===== src/rtl/assert_macros.svh =====
// Assertion macros shared by the RTL of the scan sequencer.
// No dependencies; assertions compile away when SYNTHESIS is defined.
`ifndef ASSERT_MACROS_SVH
`define ASSERT_MACROS_SVH
`ifndef SYNTHESIS
// Check that a property holds at every clock edge outside reset.
`define ASA_ASSERT(label, clk, rst_n, prop) \
    label: assert property (@(posedge clk) disable iff (!rst_n) (prop)) \
        else $error("assertion failed: required property does not hold");
// Check that a condition never occurs outside reset.
`define ASA_NEVER(label, clk, rst_n, prop) \
    label: assert property (@(posedge clk) disable iff (!rst_n) !(prop)) \
        else $error("assertion failed: forbidden condition occurred");
`else
`define ASA_ASSERT(label, clk, rst_n, prop)
`define ASA_NEVER(label, clk, rst_n, prop)
`endif
`endif


===== src/rtl/asa_pkg.sv =====
// Shared types, constants and helper functions of the ADC scan sequencer.
// No dependencies; imported by every module of the block.
package asa_pkg;

    localparam int HISTORY_DEPTH = 16;
    localparam int CHANNELS      = 8;

    localparam int CH_W        = 3;
    localparam int SAMPLE_W    = 10;
    localparam int PAT_W       = 24;
    localparam int LEN_W       = 4;
    localparam int MODE_W      = 2;
    localparam int POS_W       = 3;
    localparam int PAT_ENTRIES = 8;
    localparam int CFG_IDX_W   = 1;

    localparam int HIST_W    = (HISTORY_DEPTH > 1) ? $clog2(HISTORY_DEPTH) : 1;
    localparam int FILL_W    = $clog2(HISTORY_DEPTH + 1);
    localparam int SUM_W     = $clog2(HISTORY_DEPTH * 1023 + 1);
    localparam int ALU_W     = SUM_W + 1;
    localparam int DCNT_W    = $clog2(SUM_W + 1);
    localparam int CH_IDX_W  = (CHANNELS > 1) ? $clog2(CHANNELS) : 1;
    localparam int MEM_DEPTH = CHANNELS * HISTORY_DEPTH;
    localparam int MEM_AW    = (MEM_DEPTH > 1) ? $clog2(MEM_DEPTH) : 1;

    localparam logic [CFG_IDX_W-1:0] CFG_IDX_PATTERN = 1'b0;
    localparam logic [CFG_IDX_W-1:0] CFG_IDX_LENGTH  = 1'b1;

    typedef enum logic [MODE_W-1:0] {
        MODE_CONV    = 2'd0,
        MODE_COLLECT = 2'd1,
        MODE_RESTART = 2'd2
    } mode_t;

    typedef enum logic [2:0] {
        ST_IDLE,
        ST_EXEC,
        ST_SUM,
        ST_DIV,
        ST_FINISH
    } state_t;

    typedef struct packed {
        logic [ALU_W-1:0] a;
        logic [ALU_W-1:0] b;
        logic             sub;
    } alu_req_t;

    function automatic logic [CH_W-1:0] entry_at(input logic [PAT_W-1:0] pat,
                                                 input logic [POS_W-1:0] pos);
        logic [PAT_W-1:0] shifted;
        shifted = pat >> (5'(pos) * 5'd3);
        return shifted[CH_W-1:0];
    endfunction

    function automatic logic [LEN_W-1:0] used_length(input logic [LEN_W-1:0] len);
        logic [LEN_W-1:0] res;
        if (len == '0) begin
            res = LEN_W'(1);
        end else if (len > LEN_W'(PAT_ENTRIES)) begin
            res = LEN_W'(PAT_ENTRIES);
        end else begin
            res = len;
        end
        return res;
    endfunction

    function automatic logic chan_in_range(input logic [CH_W-1:0] ch);
        return ({1'b0, ch} < (CH_W + 1)'(CHANNELS));
    endfunction

    function automatic logic [MEM_AW-1:0] mem_addr(input logic [CH_W-1:0]   ch,
                                                   input logic [HIST_W-1:0] slot);
        return MEM_AW'(ch) * MEM_AW'(HISTORY_DEPTH) + MEM_AW'(slot);
    endfunction

endpackage


===== src/rtl/asa_sample_ram.sv =====
// Sample history memory: one ring of HISTORY_DEPTH slots per channel.
// Depends on asa_pkg; one write port, one read port with registered data.
module asa_sample_ram (
    input  logic                          aclk,
    input  logic                          we,
    input  logic [asa_pkg::MEM_AW-1:0]    waddr,
    input  logic [asa_pkg::SAMPLE_W-1:0]  wdata,
    input  logic                          re,
    input  logic [asa_pkg::MEM_AW-1:0]    raddr,
    output logic [asa_pkg::SAMPLE_W-1:0]  rdata
);
    import asa_pkg::*;

    logic [SAMPLE_W-1:0] mem [MEM_DEPTH];

    always_ff @(posedge aclk) begin
        if (we) begin
            mem[waddr] <= wdata;
        end
        if (re) begin
            rdata <= mem[raddr];
        end
    end

endmodule


===== src/rtl/asa_alu.sv =====
// Shared add/subtract unit used for accumulation and for restoring division.
// Depends on asa_pkg for the request struct and width.
module asa_alu (
    input  asa_pkg::alu_req_t         req,
    output logic [asa_pkg::ALU_W-1:0] result
);
    import asa_pkg::*;

    logic [ALU_W-1:0] b_eff;

    // Subtract as add of the inverted operand plus one.
    assign b_eff  = req.sub ? ~req.b : req.b;
    assign result = req.a + b_eff + ALU_W'(req.sub);

endmodule


===== src/rtl/adc_scan_sequencer_averager.sv =====
// Top level of the ADC scan sequencer with per-channel history averaging.
// Depends on asa_pkg, asa_alu, asa_sample_ram and assert_macros.svh.
//
// Input items (s_valid/s_ready) carry a mode: conversion finished (s_sample
// is stored for the channel at the current pattern entry, then the pattern
// advances), collect (average of s_channel's history, then empty it), or
// restart (pattern back to entry 0, all histories emptied). Every item yields
// exactly one result item on m_valid/m_ready with the channel to convert next,
// a found flag and the truncated average. Configuration (cfg_we/cfg_index/
// cfg_wdata) sets the packed pattern and its length; write it only while idle.
// Timing: one item at a time, s_ready is high only in idle. A conversion,
// restart or empty collect goes through the execute and finish states to the
// output register; the next item is taken once the block is back in idle. A
// collect of n samples sums them, one memory read per cycle feeding the
// shared adder, then the same adder runs a restoring division, one quotient
// bit per cycle.
// Reset (aresetn, synchronous) clears the pattern to zero, length to 1, the
// position and all history counts; sample memory is not cleared. A result is
// held in the output register while m_ready is low; one more item may be
// accepted meanwhile, and its result waits until the held one is taken.
`include "assert_macros.svh"

module adc_scan_sequencer_averager (
    input  logic                           aclk,
    input  logic                           aresetn,
    // configuration write port
    input  logic                           cfg_we,
    input  logic [asa_pkg::CFG_IDX_W-1:0]  cfg_index,
    input  logic [asa_pkg::PAT_W-1:0]      cfg_wdata,
    // input item channel
    input  logic                           s_valid,
    output logic                           s_ready,
    input  logic [asa_pkg::MODE_W-1:0]     s_mode,
    input  logic [asa_pkg::SAMPLE_W-1:0]   s_sample,
    input  logic [asa_pkg::CH_W-1:0]       s_channel,
    // result item channel
    output logic                           m_valid,
    input  logic                           m_ready,
    output logic [asa_pkg::CH_W-1:0]       m_next_channel,
    output logic                           m_found,
    output logic [asa_pkg::SAMPLE_W-1:0]   m_average
);
    import asa_pkg::*;

    // sequencer and control state
    state_t              state_reg, state_next;
    logic [PAT_W-1:0]    pat_reg;
    logic [LEN_W-1:0]    len_reg;
    logic [POS_W-1:0]    pos_reg;
    logic [HIST_W-1:0]   wp_reg   [CHANNELS];
    logic [FILL_W-1:0]   fill_reg [CHANNELS];
    logic                rd_pend_reg;
    logic                m_valid_reg;

    // item payload and working registers
    logic [MODE_W-1:0]   mode_reg;
    logic [SAMPLE_W-1:0] sample_reg;
    logic [CH_W-1:0]     cur_ch_reg;
    logic [FILL_W-1:0]   n_reg;
    logic [FILL_W-1:0]   idx_reg;
    logic [SUM_W-1:0]    dvd_reg;
    logic [FILL_W-1:0]   rem_reg;
    logic [DCNT_W-1:0]   dcnt_reg;
    logic                found_reg;
    logic [CH_W-1:0]     m_next_channel_reg;
    logic                m_found_reg;
    logic [SAMPLE_W-1:0] m_average_reg;

    // derived signals
    logic                accept;
    logic                ch_ok;
    logic [CH_IDX_W-1:0] cur_idx;
    logic [HIST_W-1:0]   wp_cur;
    logic [FILL_W-1:0]   fill_cur;
    logic [HIST_W-1:0]   wp_inc;
    logic [FILL_W-1:0]   fill_inc;
    logic [POS_W:0]      pos_p1;
    logic [POS_W-1:0]    pos_adv;
    logic                collect_hit;
    logic [FILL_W:0]     rem_sh;
    logic                borrow;

    // control outputs of the sequencer
    logic                mem_we;
    logic                mem_re;
    logic                out_load;
    alu_req_t            alu_req;
    logic [ALU_W-1:0]    alu_res;
    logic [SAMPLE_W-1:0] mem_rdata;

    assign accept   = s_valid && s_ready;
    assign cur_idx  = cur_ch_reg[CH_IDX_W-1:0];
    assign ch_ok    = chan_in_range(cur_ch_reg);
    assign wp_cur   = wp_reg[cur_idx];
    assign fill_cur = fill_reg[cur_idx];

    // Wrap the ring pointer; saturate the fill count at the history depth.
    assign wp_inc   = (wp_cur == HIST_W'(HISTORY_DEPTH - 1)) ? '0 : wp_cur + 1'b1;
    assign fill_inc = (fill_cur < FILL_W'(HISTORY_DEPTH)) ? fill_cur + 1'b1 : fill_cur;

    // Advance the pattern, wrapping once the position reaches the used length.
    assign pos_p1  = {1'b0, pos_reg} + 1'b1;
    assign pos_adv = (pos_p1 >= used_length(len_reg)) ? '0 : pos_p1[POS_W-1:0];

    assign collect_hit = (mode_reg == MODE_COLLECT) && ch_ok && (fill_cur != '0);

    // Restoring division step: shift in the next dividend bit, try subtract.
    assign rem_sh = {rem_reg, dvd_reg[SUM_W-1]};
    assign borrow = alu_res[ALU_W-1];

    asa_alu u_alu (
        .req    (alu_req),
        .result (alu_res)
    );

    asa_sample_ram u_ram (
        .aclk  (aclk),
        .we    (mem_we),
        .waddr (mem_addr(cur_ch_reg, wp_cur)),
        .wdata (sample_reg),
        .re    (mem_re),
        .raddr (mem_addr(cur_ch_reg, idx_reg[HIST_W-1:0])),
        .rdata (mem_rdata)
    );

    // next state
    always_comb begin
        state_next = state_reg;
        case (state_reg)
            ST_IDLE: begin
                if (s_valid) state_next = ST_EXEC;
            end
            ST_EXEC: begin
                state_next = collect_hit ? ST_SUM : ST_FINISH;
            end
            ST_SUM: begin
                if ((idx_reg == n_reg) && !rd_pend_reg) state_next = ST_DIV;
            end
            ST_DIV: begin
                if (dcnt_reg == DCNT_W'(SUM_W - 1)) state_next = ST_FINISH;
            end
            ST_FINISH: begin
                if (!m_valid_reg || m_ready) state_next = ST_IDLE;
            end
            default: state_next = ST_IDLE;
        endcase
    end

    // sequencer outputs
    always_comb begin
        s_ready  = 1'b0;
        mem_we   = 1'b0;
        mem_re   = 1'b0;
        out_load = 1'b0;
        alu_req  = '0;
        case (state_reg)
            ST_IDLE: begin
                s_ready = 1'b1;
            end
            ST_EXEC: begin
                mem_we = (mode_reg == MODE_CONV) && ch_ok;
            end
            ST_SUM: begin
                mem_re      = (idx_reg != n_reg);
                alu_req.a   = ALU_W'(dvd_reg);
                alu_req.b   = ALU_W'(mem_rdata);
                alu_req.sub = 1'b0;
            end
            ST_DIV: begin
                alu_req.a   = ALU_W'(rem_sh);
                alu_req.b   = ALU_W'(n_reg);
                alu_req.sub = 1'b1;
            end
            ST_FINISH: begin
                out_load = !m_valid_reg || m_ready;
            end
            default: begin
                s_ready = 1'b0;
            end
        endcase
    end

    // control state with reset
    always_ff @(posedge aclk) begin
        if (!aresetn) begin
            state_reg   <= ST_IDLE;
            pat_reg     <= '0;
            len_reg     <= LEN_W'(1);
            pos_reg     <= '0;
            rd_pend_reg <= 1'b0;
            m_valid_reg <= 1'b0;
            for (int i = 0; i < CHANNELS; i++) begin
                wp_reg[i]   <= '0;
                fill_reg[i] <= '0;
            end
        end else begin
            state_reg   <= state_next;
            rd_pend_reg <= mem_re;

            if (cfg_we) begin
                case (cfg_index)
                    CFG_IDX_PATTERN: pat_reg <= cfg_wdata;
                    CFG_IDX_LENGTH:  len_reg <= cfg_wdata[LEN_W-1:0];
                    default:         pat_reg <= pat_reg;
                endcase
            end

            if (state_reg == ST_EXEC) begin
                case (mode_reg)
                    MODE_CONV: begin
                        if (ch_ok) begin
                            wp_reg[cur_idx]   <= wp_inc;
                            fill_reg[cur_idx] <= fill_inc;
                        end
                        pos_reg <= pos_adv;
                    end
                    MODE_COLLECT: begin
                        // empty the history; the sum uses the count held in n_reg
                        if (collect_hit) begin
                            wp_reg[cur_idx]   <= '0;
                            fill_reg[cur_idx] <= '0;
                        end
                    end
                    MODE_RESTART: begin
                        pos_reg <= '0;
                        for (int i = 0; i < CHANNELS; i++) begin
                            wp_reg[i]   <= '0;
                            fill_reg[i] <= '0;
                        end
                    end
                    default: begin
                        pos_reg <= pos_reg;
                    end
                endcase
            end

            if (out_load) begin
                m_valid_reg <= 1'b1;
            end else if (m_ready) begin
                m_valid_reg <= 1'b0;
            end
        end
    end

    // payload and working registers
    always_ff @(posedge aclk) begin
        if (accept) begin
            mode_reg   <= s_mode;
            sample_reg <= s_sample;
            // conversions target the channel at the current pattern entry
            cur_ch_reg <= (s_mode == MODE_CONV) ? entry_at(pat_reg, pos_reg) : s_channel;
        end

        case (state_reg)
            ST_EXEC: begin
                n_reg     <= fill_cur;
                idx_reg   <= '0;
                dvd_reg   <= '0;
                rem_reg   <= '0;
                dcnt_reg  <= '0;
                found_reg <= collect_hit;
            end
            ST_SUM: begin
                if (mem_re) idx_reg <= idx_reg + 1'b1;
                if (rd_pend_reg) dvd_reg <= alu_res[SUM_W-1:0];
            end
            ST_DIV: begin
                dvd_reg  <= {dvd_reg[SUM_W-2:0], ~borrow};
                rem_reg  <= borrow ? rem_sh[FILL_W-1:0] : alu_res[FILL_W-1:0];
                dcnt_reg <= dcnt_reg + 1'b1;
            end
            default: begin
                idx_reg <= idx_reg;
            end
        endcase

        if (out_load) begin
            m_next_channel_reg <= entry_at(pat_reg, pos_reg);
            m_found_reg        <= found_reg;
            m_average_reg      <= found_reg ? dvd_reg[SAMPLE_W-1:0] : '0;
        end
    end

    assign m_valid        = m_valid_reg;
    assign m_next_channel = m_next_channel_reg;
    assign m_found        = m_found_reg;
    assign m_average      = m_average_reg;

    `ASA_ASSERT(a_accept_starts_exec, aclk, aresetn, s_valid && s_ready |=> state_reg == ST_EXEC)
    `ASA_ASSERT(a_sum_index_bound, aclk, aresetn, state_reg == ST_SUM |-> idx_reg <= n_reg)
    `ASA_ASSERT(a_div_rem_bound, aclk, aresetn, state_reg == ST_DIV |-> rem_reg < n_reg)
    `ASA_ASSERT(a_fill_cap, aclk, aresetn, state_reg == ST_EXEC |-> fill_cur <= FILL_W'(HISTORY_DEPTH))
    `ASA_NEVER(a_no_result_overwrite, aclk, aresetn, out_load && m_valid_reg && !m_ready)

endmodule


===== config.mk =====
export PLATFORM = sky130hd
export DESIGN_NAME = adc_scan_sequencer_averager
export DESIGN_NICKNAME = d
export VERILOG_FILES = /design/src/rtl/asa_pkg.sv /design/src/rtl/asa_sample_ram.sv /design/src/rtl/asa_alu.sv /design/src/rtl/adc_scan_sequencer_averager.sv
export VERILOG_INCLUDE_DIRS = /design/src /design/src/rtl
export SDC_FILE = /design/constraint.sdc
export NUM_CORES = 2
export LEC_CHECK = 0
export BUFFER_PORTS_ARGS = -buffer_cell sky130_fd_sc_hd__buf_2
export CAP_MARGIN = 20
export CORE_MARGIN = 1.5
export CORE_UTILIZATION = 36
export CTS_CLUSTER_SIZE = 25
export DETAILED_ROUTE_END_ITERATION = 16
export PLACE_DENSITY = 0.48
export RECOVER_POWER = 25
export SYNTH_ARGS = -nofsm -noshare
export SYNTH_HDL_FRONTEND = slang
export SYNTH_SLANG_ARGS = --single-unit

===== constraint.sdc =====
create_clock -name aclk -period 7.25 [get_ports aclk]
set_clock_uncertainty 0.1 [all_clocks]
set_input_delay 1.8125 -clock aclk [delete_from_list [all_inputs] [get_ports aclk]]
set_output_delay 1.8125 -clock aclk [all_outputs]
set_load 0.02 [all_outputs]

==> results.cfg <==
[cells_and_area]
areaGrowthSynthToFinish_pct = 13.31
largest_reg_flops = 1280
drive_gt1_share_pct = 21.07
most-common-layout-cells = edfxtp_1 (1425), mux4_2 (324), nor2_1 (267)
final_common_cell = edfxtp_1
fill_cells = 14439
design_area_sq_um = 66660
fin_nets = 3342

[placement]
place_congestion = 0.8737
hpwl_um = 106800
placedInstanceArea_sq_um = 61620
port_buffers = 60

[setup_path]
cp-end-kind = flop
r2r-start = sample_reg[1]
critPathLaunchType = flop
crit_family = buffers and inverters
cp_max_fo = 69
worstPathBufferInverterCount = 2
r2r_cells = 2
slowest_delay_ns = 3.09
rr_endpoint = u_ram.mem[4][1]
cp.depth = 2
rrSetupSlack_ns = 2.29
path_class = flop to flop
endpoint = u_ram.mem[4][1]
arrival_ns = 5.34
crit_slowest_cell = clkbuf_1
required_ns = 7.62
cp-startpoint = sample_reg[1]
crit_chain = clkbuf_1, buf_4

[global_routing]
grt_start_max_net_pins = 129
grt_pass1_vias = 31284
grt_first_pass_wirelength_um = 240100
antenna_found_initial = 5
overflow = 0
grt_usage_pct = 20.25

[floorplan]
boundaryPins = 61
die_h_um = 407.2
start_util_pct = 36.18
core_area_sq_um = 162600
die_w_um = 407.2
placement_rows = 148
die_area_sq_um = 165800

[clock_tree]
cts_setup_buffers = 0
clk_root_buffer_cell = clkbuf_16
ctsResizeCount = 0
htree_levels = 4
cts_tree = done
cts_buffers = 155
cts_buffer_depth = 3
clkLatencyLatePin_ns = 0.80
cts_hold_buf = 0
cts.sinks = 1464
clk_pin_slew_worst_paths_ns = 0.06

[power]
leakage_nw = 20.99
ir_drop_mv = 0.1590
power_density_nw_per_um2 = 282.3

[routing]
num_vias = 31034
avgViaCountPerCell = 5.578
post_drt_wl_per_cell_um = 30.47
drtIter0Drc = 3444
drc_errors = 0
first_pass_iters = 5
wirelength_um = 169600
ant_nets = 0

[run_status]
violations = max-capacitance violations, max-slew violations
outcome = finished with violations

[logic_synthesis]
netlist_instances = 3144
synth_area_sq_um = 58830
avgSynthCellArea_sq_um = 18.71
ys_warn_count = 0
synth_nets = 3214
ys_seq_elements = 1464
yosysUniqueCellTypes = 74
ys_seq_area_share_pct = 74.07
synth_top_flop_cell = edfxtp_1
ys_async_sr_fraction_pct = 0
synth-edff-count = 1425

[timing]
maxSlewHeadroom_pct = -197.8
whs_ns = 0.3621
drv_slew = 777
rsz0062_at_grt = no
period_minus_slack_ns = 4.963
finalHoldViolCount = 0
setup_tns_ns = 0
tightest_slew_ns = 4.466
fmax_ghz = 0.2015
post-route-period-util_pct = 68.46
finalSetupViolCount = 0

[run]
cap_violations = 9

[min_path]
min_path_type = flop to flop
-- where the power goes --
| group | internal, W | total, W | switching [W] |
|---|---|---|---|
| registers | 0.00942 | 0.00947 | 0.0000504 |
| logic | 0.000431 | 0.00138 | 0.000948 |
| clock network | 0.00463 | 0.00797 | 0.00334 |
-- logic make-up after synthesis --
group | Yosys count | share of synthesized area, %
compound gates | 315 | 3.567
xor+xnor | 28 | 0.4169
fa+ha+maj | 25 | 0.5445
buf+inv | 187 | 1.725
flops | 1464 | 74.07
mux | 453 | 14.68
simple gates | 672 | 4.996
-- routing by layer --
layer	vias to the layer above	track usage, %	routed length (um)
met5	-	0	0
met4	0	6.948	5531
met3	240	3.768	10910
met2	1284	32.06	80310
met1	16561	28.09	72800
li1	12949	-	-
-- metrics by stage --
stage,utilization (%),worst slack (ns),power [W],cells
floorplan,-,3.565,0.01043,3144
global placement,37.89,2.671,0.01102,5283
detailed placement,37.90,2.607,0.01103,5285
CTS,41.01,2.575,0.01894,5558
global route,41.00,2.014,0.01932,5563
finish,41.00,2.287,0.01882,5564
-- cell type report --
type | count | area, sq um | area share [%]
Clock buffer | 184 | 4073 | 6.110
Multi-Input combinational cell | 1493 | 14270 | 21.41
Sequential cell | 1464 | 43570 | 65.37
Tap cell | 2175 | 2721 | 4.083
Clock inverter | 89 | 985.9 | 1.479
Inverter | 23 | 87.58 | 0.1314
Timing Repair Buffer | 135 | 945.9 | 1.419
Antenna cell | 1 | 2.502 | 0.003754
-- cell usage after synthesis (8+ instances only) --
library cell | count | area, sq um
xnor2_1 | 13 | 113.9
a22o_1 | 10 | 87.58
buf_6 | 23 | 259.0
a211oi_1 | 23 | 172.7
nor3_1 | 37 | 185.2
buf_1 | 13 | 48.80
mux4_2 | 324 | 7297
nand4_1 | 11 | 68.82
nor2b_1 | 15 | 93.84
xor2_1 | 15 | 131.4
mux2i_1 | 107 | 1071
o21ai_0 | 71 | 355.3
o21ai_1 | 8 | 40.04
a21boi_0 | 27 | 202.7
a22oi_1 | 11 | 82.58
nor2_1 | 268 | 1006
ha_1 | 24 | 300.3
inv_1 | 20 | 75.07
nand3_1 | 57 | 285.3
clkbuf_1 | 66 | 247.7
mux2_2 | 18 | 202.7
buf_2 | 44 | 220.2
nand2_1 | 204 | 765.7
edfxtp_1 | 1425 | 42790
a31oi_1 | 12 | 75.07
buf_4 | 14 | 105.1
a21o_1 | 9 | 67.56
dfxtp_1 | 39 | 780.8
a21oi_1 | 54 | 270.3
o22ai_1 | 17 | 106.4
and3_1 | 16 | 100.1
and2_1 | 20 | 125.1
a221oi_1 | 10 | 87.58
nand2b_1 | 17 | 106.4
-- worst min-delay path by stage --
stage	startpoint	end	slack, ns	depth (start not counted)
finish	pat_reg[9]	pat_reg[9]	0.36	2
CTS	pat_reg[9]	pat_reg[9]	0.37	2
global route	pat_reg[9]	pat_reg[9]	0.39	2
global placement	pat_reg[5]	pat_reg[5]	0.35	2
detailed placement	pat_reg[9]	pat_reg[9]	0.36	2
floorplan	pat_reg[18]	pat_reg[18]	0.34	2
-- worst min-delay path, cell delays in order (launching register included) --
cell and delay, ns:
dfxtp_1 0.31, nand2_1 0.05, a21boi_0 0.06
(Power assumes the default switching activity.)
